<file path="config.mk">
export PLATFORM = sky130hd
export DESIGN_NAME = crb_poly
export DESIGN_NICKNAME = d
export VERILOG_FILES = /design/src/crb_pkg.sv /design/src/crb_mul.sv /design/src/crb_poly.sv
export SDC_FILE = /design/constraint.sdc
export NUM_CORES = 2
export LEC_CHECK = 0
export BUFFER_PORTS_ARGS = -buffer_cell sky130_fd_sc_hd__buf_2
export CAP_MARGIN = 20
export CELL_PAD_IN_SITES_DETAIL_PLACEMENT = 1
export CELL_PAD_IN_SITES_GLOBAL_PLACEMENT = 1
export CORE_AREA = 2 2 434 436
export CTS_CLUSTER_DIAMETER = 120
export DETAILED_ROUTE_END_ITERATION = 12
export DIE_AREA = 0 0 436 438
export HOLD_SLACK_MARGIN = 0.03
export PLACE_DENSITY_LB_ADDON = 0.3
export SYNTH_ARGS = -nofsm -noshare
export SYNTH_HDL_FRONTEND = slang
export SYNTH_HIERARCHICAL = 1
export SYNTH_SLANG_ARGS = --single-unit
</file>
<file path="constraint.sdc">
create_clock -name clk -period 13.2 [get_ports clk]
set_input_delay 1.98 -clock clk [delete_from_list [all_inputs] [get_ports clk]]
set_output_delay 1.98 -clock clk [all_outputs]
set_load 0.03 [all_outputs]
</file>
<file path="src/crb_pkg.sv">
package crb_pkg;

  // Function values: signed, fixed 55 bits
  localparam int VW  = 55;
  // Saturating sums are formed two bits wider
  localparam int SVW = VW + 2;
  // Shared multiplier: 32x32 limbs, 64-bit operand magnitudes
  localparam int LW  = 32;
  localparam int OPW = 2 * LW;
  localparam int PW  = 2 * OPW;

  localparam int TOL_W   = 32;
  localparam int STEP_W  = 7;
  localparam int STAT_W  = 2;
  localparam int CFG_DW  = 32;
  localparam int CFG_IW  = 1;

  localparam logic signed [VW-1:0] VMAX = {1'b0, {(VW-1){1'b1}}};
  localparam logic signed [VW-1:0] VMIN = {1'b1, {(VW-1){1'b0}}};

  localparam logic [STEP_W-1:0] CAP_MAX   = 7'd64;
  localparam logic [STEP_W-1:0] CAP_RESET = 7'd60;
  localparam logic [TOL_W-1:0]  TOL_RESET = 32'd4;

  // Finish status codes
  localparam logic [STAT_W-1:0] STAT_TOL  = 2'd0;
  localparam logic [STAT_W-1:0] STAT_ZERO = 2'd1;
  localparam logic [STAT_W-1:0] STAT_CAP  = 2'd2;

  // Configuration register indexes
  localparam logic [CFG_IW-1:0] REG_TOL = 1'b0;
  localparam logic [CFG_IW-1:0] REG_CAP = 1'b1;

  function automatic logic [OPW-1:0] mag_of(input logic signed [VW-1:0] v);
    logic [VW-1:0] u;
    u = v[VW-1] ? VW'(-v) : VW'(v);
    return {{(OPW-VW){1'b0}}, u};
  endfunction

  // Clamp a widened sum back to the value range
  function automatic logic signed [VW-1:0] sat_v(input logic signed [SVW-1:0] v);
    if ((&v[SVW-1:VW-1]) || !(|v[SVW-1:VW-1]))
      return v[VW-1:0];
    else if (v[SVW-1])
      return VMIN;
    else
      return VMAX;
  endfunction

  function automatic logic opposite(input logic signed [VW-1:0] a,
                                    input logic signed [VW-1:0] b);
    logic a_pos, b_pos;
    a_pos = !a[VW-1] && (|a);
    b_pos = !b[VW-1] && (|b);
    return (a[VW-1] && b_pos) || (a_pos && b[VW-1]);
  endfunction

endpackage

</file>
<file path="src/crb_mul.sv">
module crb_mul import crb_pkg::*; #(
  parameter int FRAC_BITS = 32
) (
  input  logic                 clk,
  input  logic                 rst,
  input  logic                 start,
  input  logic [OPW-1:0]       a_mag,
  input  logic [OPW-1:0]       b_mag,
  input  logic                 neg,
  output logic                 done,
  output logic signed [VW-1:0] product
);

  localparam logic [2:0] PH_LAST_MUL = 3'd3;
  localparam logic [2:0] PH_LAST_ACC = 3'd4;
  localparam logic [2:0] PH_FIN      = 3'd5;

  logic           busy;
  logic [2:0]     phase;
  logic [OPW-1:0] a_reg, b_reg;
  logic           neg_reg;
  logic [OPW-1:0] pp;
  logic [1:0]     pp_pos;
  logic [PW-1:0]  acc;
  logic [PW-1:0]  pp_shifted;
  logic [LW-1:0]  a_limb, b_limb;

  logic                 big;
  logic [VW-2:0]        mag_q;
  logic                 rem_nz;
  logic [VW-1:0]        rounded;
  logic signed [VW-1:0] fin;

  assign a_limb = phase[1] ? a_reg[OPW-1:LW] : a_reg[LW-1:0];
  assign b_limb = phase[0] ? b_reg[OPW-1:LW] : b_reg[LW-1:0];

  always_comb begin
    case (pp_pos)
      2'd0:    pp_shifted = {{(PW-OPW){1'b0}}, pp};
      2'd1:    pp_shifted = {{(PW-OPW-LW){1'b0}}, pp, {LW{1'b0}}};
      default: pp_shifted = {pp, {(PW-OPW){1'b0}}};
    endcase
  end

  // Floor-shift by FRAC_BITS, then clamp to the value range
  always_comb begin
    big     = |acc[PW-1:FRAC_BITS+VW-1];
    mag_q   = acc[FRAC_BITS+VW-2:FRAC_BITS];
    rem_nz  = |acc[FRAC_BITS-1:0];
    rounded = {1'b0, mag_q} + {{(VW-1){1'b0}}, rem_nz};
    if (!neg_reg)
      fin = big ? VMAX : $signed({1'b0, mag_q});
    else if (big || rounded[VW-1])
      fin = VMIN;
    else
      fin = $signed(-rounded);
  end

  always_ff @(posedge clk) begin
    if (rst) begin
      busy  <= 1'b0;
      done  <= 1'b0;
      phase <= '0;
    end else begin
      done <= 1'b0;
      if (start) begin
        busy  <= 1'b1;
        phase <= '0;
      end else if (busy) begin
        phase <= phase + 3'd1;
        if (phase == PH_FIN) begin
          busy <= 1'b0;
          done <= 1'b1;
        end
      end
    end
  end

  always_ff @(posedge clk) begin
    if (start) begin
      a_reg   <= a_mag;
      b_reg   <= b_mag;
      neg_reg <= neg;
      acc     <= '0;
    end else if (busy) begin
      if (phase <= PH_LAST_MUL) begin
        pp     <= OPW'(a_limb) * OPW'(b_limb);
        pp_pos <= {1'b0, phase[1]} + {1'b0, phase[0]};
      end
      if (phase != 3'd0 && phase <= PH_LAST_ACC)
        acc <= acc + pp_shifted;
      if (phase == PH_FIN)
        product <= fin;
    end
  end

endmodule

</file>
<file path="src/crb_poly.sv">
module crb_poly import crb_pkg::*; #(
  parameter int FRAC_BITS = 32,
  parameter int XW        = 40
) (
  input  logic                 clk,
  input  logic                 rst,
  input  logic                 start,
  input  logic signed [XW-1:0] x,
  output logic                 done,
  output logic signed [VW-1:0] value
);

  localparam logic [2:0] PS_IDLE = 3'd0;
  localparam logic [2:0] PS_SQ   = 3'd1;
  localparam logic [2:0] PS_CUBE = 3'd2;
  localparam logic [2:0] PS_SUM1 = 3'd3;
  localparam logic [2:0] PS_SUM2 = 3'd4;

  localparam logic signed [VW-1:0] TEN = VW'(64'd10 << FRAC_BITS);

  logic [2:0]           state;
  logic signed [VW-1:0] x_reg;
  logic signed [VW-1:0] x_ext;
  logic signed [VW-1:0] sq;
  logic signed [VW-1:0] cube;
  logic signed [VW-1:0] sum1;
  logic signed [VW-1:0] four_sq;

  logic                 mul_start;
  logic [OPW-1:0]       mul_a, mul_b;
  logic                 mul_neg;
  logic                 mul_done;
  logic signed [VW-1:0] mul_product;

  assign x_ext   = VW'(x);
  assign four_sq = sat_v($signed({sq, 2'b00}));

  // Square first, then square times x on the same multiplier
  always_comb begin
    mul_start = (state == PS_IDLE && start) || (state == PS_SQ && mul_done);
    if (state == PS_IDLE) begin
      mul_a   = mag_of(x_ext);
      mul_b   = mag_of(x_ext);
      mul_neg = 1'b0;
    end else begin
      mul_a   = mag_of(mul_product);
      mul_b   = mag_of(x_reg);
      mul_neg = mul_product[VW-1] != x_reg[VW-1];
    end
  end

  crb_mul #(.FRAC_BITS(FRAC_BITS)) u_mul (
    .clk     (clk),
    .rst     (rst),
    .start   (mul_start),
    .a_mag   (mul_a),
    .b_mag   (mul_b),
    .neg     (mul_neg),
    .done    (mul_done),
    .product (mul_product)
  );

  always_ff @(posedge clk) begin
    if (rst) begin
      state <= PS_IDLE;
      done  <= 1'b0;
    end else begin
      done <= 1'b0;
      unique case (state)
        PS_IDLE: if (start) state <= PS_SQ;
        PS_SQ:   if (mul_done) state <= PS_CUBE;
        PS_CUBE: if (mul_done) state <= PS_SUM1;
        PS_SUM1: state <= PS_SUM2;
        PS_SUM2: begin
          state <= PS_IDLE;
          done  <= 1'b1;
        end
        default: state <= PS_IDLE;
      endcase
    end
  end

  always_ff @(posedge clk) begin
    if (state == PS_IDLE && start)
      x_reg <= x_ext;
    if (state == PS_SQ && mul_done)
      sq <= mul_product;
    if (state == PS_CUBE && mul_done)
      cube <= mul_product;
    if (state == PS_SUM1)
      sum1 <= sat_v(SVW'(cube) + SVW'(four_sq));
    if (state == PS_SUM2)
      value <= sat_v(SVW'(sum1) - SVW'(TEN));
  end

endmodule

</file>
**Word-level counts from Yosys, hierarchy flattened**

Index checks and enable logic that the tools add are counted.

- Bits in registers: 647
- Input bits: 43
- Word-level logic and storage cells: 97

- $add $sub $neg: 10
- Multipliers: 1
- Magnitude comparators: 2
- Equal/unequal tests: 10
- Muxes and demuxes: 26
- Bitwise logic cells: 2
- Reduce and logical (&&, ||, !) cells: 29

Operators by type and width:

| operator | number |
|---|---|
| $mux W55 | 13 |
| $pmux W128 S2 | 1 |
| $add A128 B128 Y128 | 1 |
| $neg A40 Y55 | 2 |
| $neg A55 Y55 | 2 |
| $mul A32 B32 Y64 | 1 |
| $mux W32 | 2 |
| $add A55 B55 Y56 | 1 |
| $sub A55 B37 Y56 const B | 1 |
| $add A54 B1 Y55 | 1 |
| $mux W54 | 1 |
| $reduce_or A42 Y1 | 1 |
| $reduce_or A32 Y1 | 1 |
| $reduce_and A3 Y1 | 6 |
| $pmux W3 S4 | 1 |
| $reduce_or A3 Y1 | 4 |
| $mux W3 | 3 |
| $eq A3 B2 Y1 const B | 2 |
| $eq A3 B3 Y1 const B | 2 |
| $logic_or A1 B1 Y1 | 5 |
| $mux W1 | 5 |
| $logic_and A1 B1 Y1 | 4 |
| $ne A2 B1 Y1 const B | 2 |
| $add A3 B1 Y3 const B | 1 |
| 14 further kinds | 17 |

**Logic depth before layout (Yosys ltp)**

- Word-level depth: 9
- Depth in mapped cells: 36
- Mapped depth without buffers: 32

**Hierarchy**

Netlist, hierarchy kept.

Modules (own cells, without submodules):

| module | instances | cells each | area each (um^2) |
|---|---|---|---|
| crb_mul | 1 | 6,705 | 57,884.3 |
| crb_poly | 1 | 1,667 | 16,366.9 |

**Least setup slack after synthesis**

OpenSTA, ideal clock, no wires.

- Path type: flip-flop to flip-flop
- Start point: reg u_mul.phase[1]
- End point: reg u_mul.pp[56] (data pin)
- Data arrival time: 9,246 ps
- Path slack: 3,695 ps
- Stages on the path, launching flop included: 31
- Buffers on the path: 4
- Period minus slack after synthesis: 9,505 ps
- Path through: dfxtp_1 clkbuf_1 buf_1 clkbuf_1 mux2i_1 clkbuf_1 nor2_1 fa_1 fa_1 fa_1 inv_1 fa_1 inv_1 fa_1 fa_1 fa_1 inv_1 fa_1 inv_1 ha_1 a21oi_1 o21ai_0 o31a_1 a211oi_1 nor2_1 a311oi_1 o211ai_1 or2_2 a221o_1 a21oi_1 xnor2_1

- Word-level cells in the longest chain between the ends: 2

Ends and longest elaborated chain:

| what | line | text |
|---|---|---|
| from (decl) | crb_mul.sv:19 | `logic [2:0] phase;` |
| from (signal assigned) | crb_mul.sv:70 | `phase <= phase + 3'd1;` |
| $mux W32 | crb_mul.sv:34 | `assign a_limb = phase[1] ? a_reg[OPW-1:LW] : a_reg[LW-1:0];` |
| $mul A32 B32 Y64 | crb_mul.sv:87 | `pp <= OPW'(a_limb) * OPW'(b_limb);` |
| to (signal assigned) | crb_mul.sv:87 |  |
| to (decl) | crb_mul.sv:22 | `logic [OPW-1:0] pp;` |

No other way between the ends.
A chain may end at the register's enable or synchronous reset.

**Final worst setup path**

- Start point: reg u_mul.phase[0]
- End point: reg u_mul.pp[45] (data pin)

- Word-level cells in the longest chain between the ends: 2

Ends and longest elaborated chain:

| what | line | text |
|---|---|---|
| $mux W32 | crb_mul.sv:35 | `assign b_limb = phase[0] ? b_reg[OPW-1:LW] : b_reg[LW-1:0];` |
| $mul A32 B32 Y64 | crb_mul.sv:87 |  |

No other way between the ends.

==> flow_metrics.tcl <==
set metrics [dict create \
    critPathArrivalTime_ns 11.11 \
    wire_per_inst_um 26.3 \
    dp_hpwl_mm 222 \
    synth_seq_area_share_pct 24.3 \
    vias 62500 \
    finalWirelength_mm 285 \
    final.setup.tns_ns 0 \
    start_util_pct 39.8 \
    synth_edf_count 510 \
    crit_type "flop to flop" \
    synth_top_cell_by_area "fa_1" \
    required_ns 13.64 \
    tightest_slew_ns 1.13 \
    largest_reg_flops 128 \
    critPathLaunchType "flop" \
    use_met2_pct 47.3 \
    hold_violations 0 \
    yosys_register_bits 647 \
    cts_hold_buffers 0 \
    synth.top_cell.area_share_pct 24.2 \
    min_path_type "flop to flop" \
    synthFlopType "edfxtp_1" \
    fmax_mhz 93.7 \
    cts_tree "done" \
    cts-root-buf "clkbuf_16" \
    syn_area_per_cell_um2 8.87 \
    numClockSinks 647 \
    clk_pin_slew_ns 0.06 \
    grt_first_pass_wirelength_mm 430 \
    grt-ovfl-total 0 \
    finalCriticalPeriod_ns 10.68 \
    grt_pass1_vias 66800 \
    antenna_found_initial 19 \
    ys_types 95 \
    drive_gt1_share_pct 6.43 \
    syn-cell-area_um2 74300 \
    gr-usage-met3_pct 5.77 \
    portBuffers 98 \
    slew_headroom_pct 24.5 \
    coreArea_um2 187000 \
    drv_cap 0 \
    async_flop_share_pct 0 \
    largest-register "u_mul/acc" \
    drt_iter0_drc 4949 \
    rows 159 \
    drt.antenna.violating_nets 0 \
    place_congestion 1.01 \
    status "completed" \
    setup_violations 0 \
    finClkSkew_ns 0.0579 \
    die_x_um 436 \
    grt_use_total_pct 29.8 \
    cts_buffers 81 \
    placedCellCount 10700 \
    crit_path_end_kind "flop" \
    use_met1_pct 39.5 \
    worstPathMaxFanout 32 \
    fin_nets 9676 \
    die_area_um2 191000 \
    via_per_inst 5.76 \
    finalCritPeriodShare_pct 80.9 \
    ys_top_cells_by_area "fa_1, edfxtp_1, ha_1" \
    cts_setup_buffers 0 \
    cts_resized 0 \
    layout.cells.non_filler 10800 \
    die_y_um 438 \
    rsz0062_at_grt "false" \
    grt_max_degree 134 \
    firstDrtPassIters 5 \
    cts_htree_levels 3 \
    busiest_layer "met2" \
    slew_violations 0 \
    drc 0 \
    ys_warn_count 6 \
    clk_path_buf_depth 3 \
    synth_cells 8372 \
    io_pins 99 \
    area_growth_pct 8.28 \
    clk_latency_ns 0.74 \
]
## logic make-up (layout without fill, tap and decap cells)
| kind of cell | after synthesis | in the layout | synth area share (%) |
|---|---|---|---|
| simple gates | 2846 | 2846 | 16.8 |
| fa+ha+maj | 1357 | 1357 | 31.9 |
| other cells | 1 | 37 | 0.00505 |
| xor+xnor | 443 | 443 | 5.23 |
| buf+inv | 1446 | 1383 | 7.36 |
| flops | 647 | 647 | 24.3 |
| compound gates | 1462 | 1462 | 12.0 |
| mux | 170 | 170 | 2.40 |
## placed cells by master, fill, tap and decap left out, types with 118 or more instances in the layout
master,instances
inv_1,1025
a21o_1,118
xnor2_1,247
edfxtp_1,510
xor2_1,196
nor2_1,1066
dfxtp_1,135
nand2_1,1082
a21oi_1,566
o21ai_0,331
fa_1,898
ha_1,457
## metrics by stage
stage	area, um^2	hold WS, ns	util (%)	worst slack [ns]
2_1_floorplan	74400	0.443	-	3.70
6_report	80400	0.478	43.1	2.52
5_1_grt	80400	0.500	43.1	2.11
3_3_place_gp	77600	0.463	41.6	2.29
4_1_cts	80300	0.481	43.0	2.00
3_5_place_dp	77600	0.471	41.6	2.10
## cells in the mapped netlist, drive strengths merged (43+ instances only)
| master | number |
|---|---|
| nand2 | 1086 |
| nor2 | 1071 |
| inv | 1025 |
| fa | 898 |
| a21oi | 567 |
| edfxtp | 510 |
| ha | 457 |
| clkbuf | 373 |
| o21ai | 349 |
| xnor2 | 247 |
| xor2 | 196 |
| dfxtp | 137 |
| a21o | 118 |
| nand4 | 110 |
| mux2i | 106 |
| nor3 | 100 |
| and2 | 98 |
| nand3 | 79 |
| mux2 | 64 |
| o31ai | 58 |
| o21bai | 57 |
| nor4 | 49 |
| a31oi | 47 |
| buf | 47 |
| o21a | 45 |
| or3 | 43 |
## worst max-delay path, cell delays in order (launching register included)
cell       delay [ns]
dfxtp_4          0.46
buf_4            0.58
mux2i_2          0.73
buf_4            0.44
nor2_1           0.11
fa_1             0.49
inv_1            0.06
fa_1             0.52
inv_1            0.05
fa_1             0.53
fa_1             0.45
fa_1             0.52
fa_1             0.52
fa_1             0.55
inv_1            0.06
fa_1             0.53
inv_1            0.04
ha_1             0.39
a21oi_1          0.30
o21ai_0          0.14
a2111oi_0        0.49
nor2_1           0.24
a221oi_1         0.92
o21ai_0          0.30
nand3_1          0.23
nand2_1          0.12
a311oi_1         0.36
xnor2_1          0.14
## area by class of cell
type                            instances  area (um^2)
Antenna cell                            4         10.0
Clock buffer                           96         2110
Clock inverter                         50          588
Fill cell                           21700       106000
Inverter                             1026         3850
Multi-Input combinational cell       6311        51300
Sequential cell                       647        18100
Tap cell                             2495         3120
Timing Repair Buffer                  211         1380
## path summary, 6_finish.rpt
| path | slack, ns | start | cells after the start | end |
|---|---|---|---|---|
| setup / recovery | 2.52 | u_mul/phase[0] | 27 | u_mul/pp[45] |
| hold / removal | 0.48 | u_mul/acc[100] | 2 | u_mul/acc[100] |
| setup reg to reg | 2.52 | u_mul/phase[0] | 27 | u_mul/pp[45] |
| hold reg to reg | 0.48 | u_mul/acc[100] | 2 | u_mul/acc[100] |
## metal layers
metal / share of wire (%) / vias up / routed length (um)
li1: - / 27400 / -
met1: 42 / 32100 / 119000
met2: 45 / 2327 / 128000
met3: 8.0 / 608 / 22700
met4: 5.2 / 12 / 14800
met5: 0.031 / - / 87
Power is left out: the tool's default activity adds up to more than one toggle a clock period on the data nets, which glitch-free logic cannot reach.
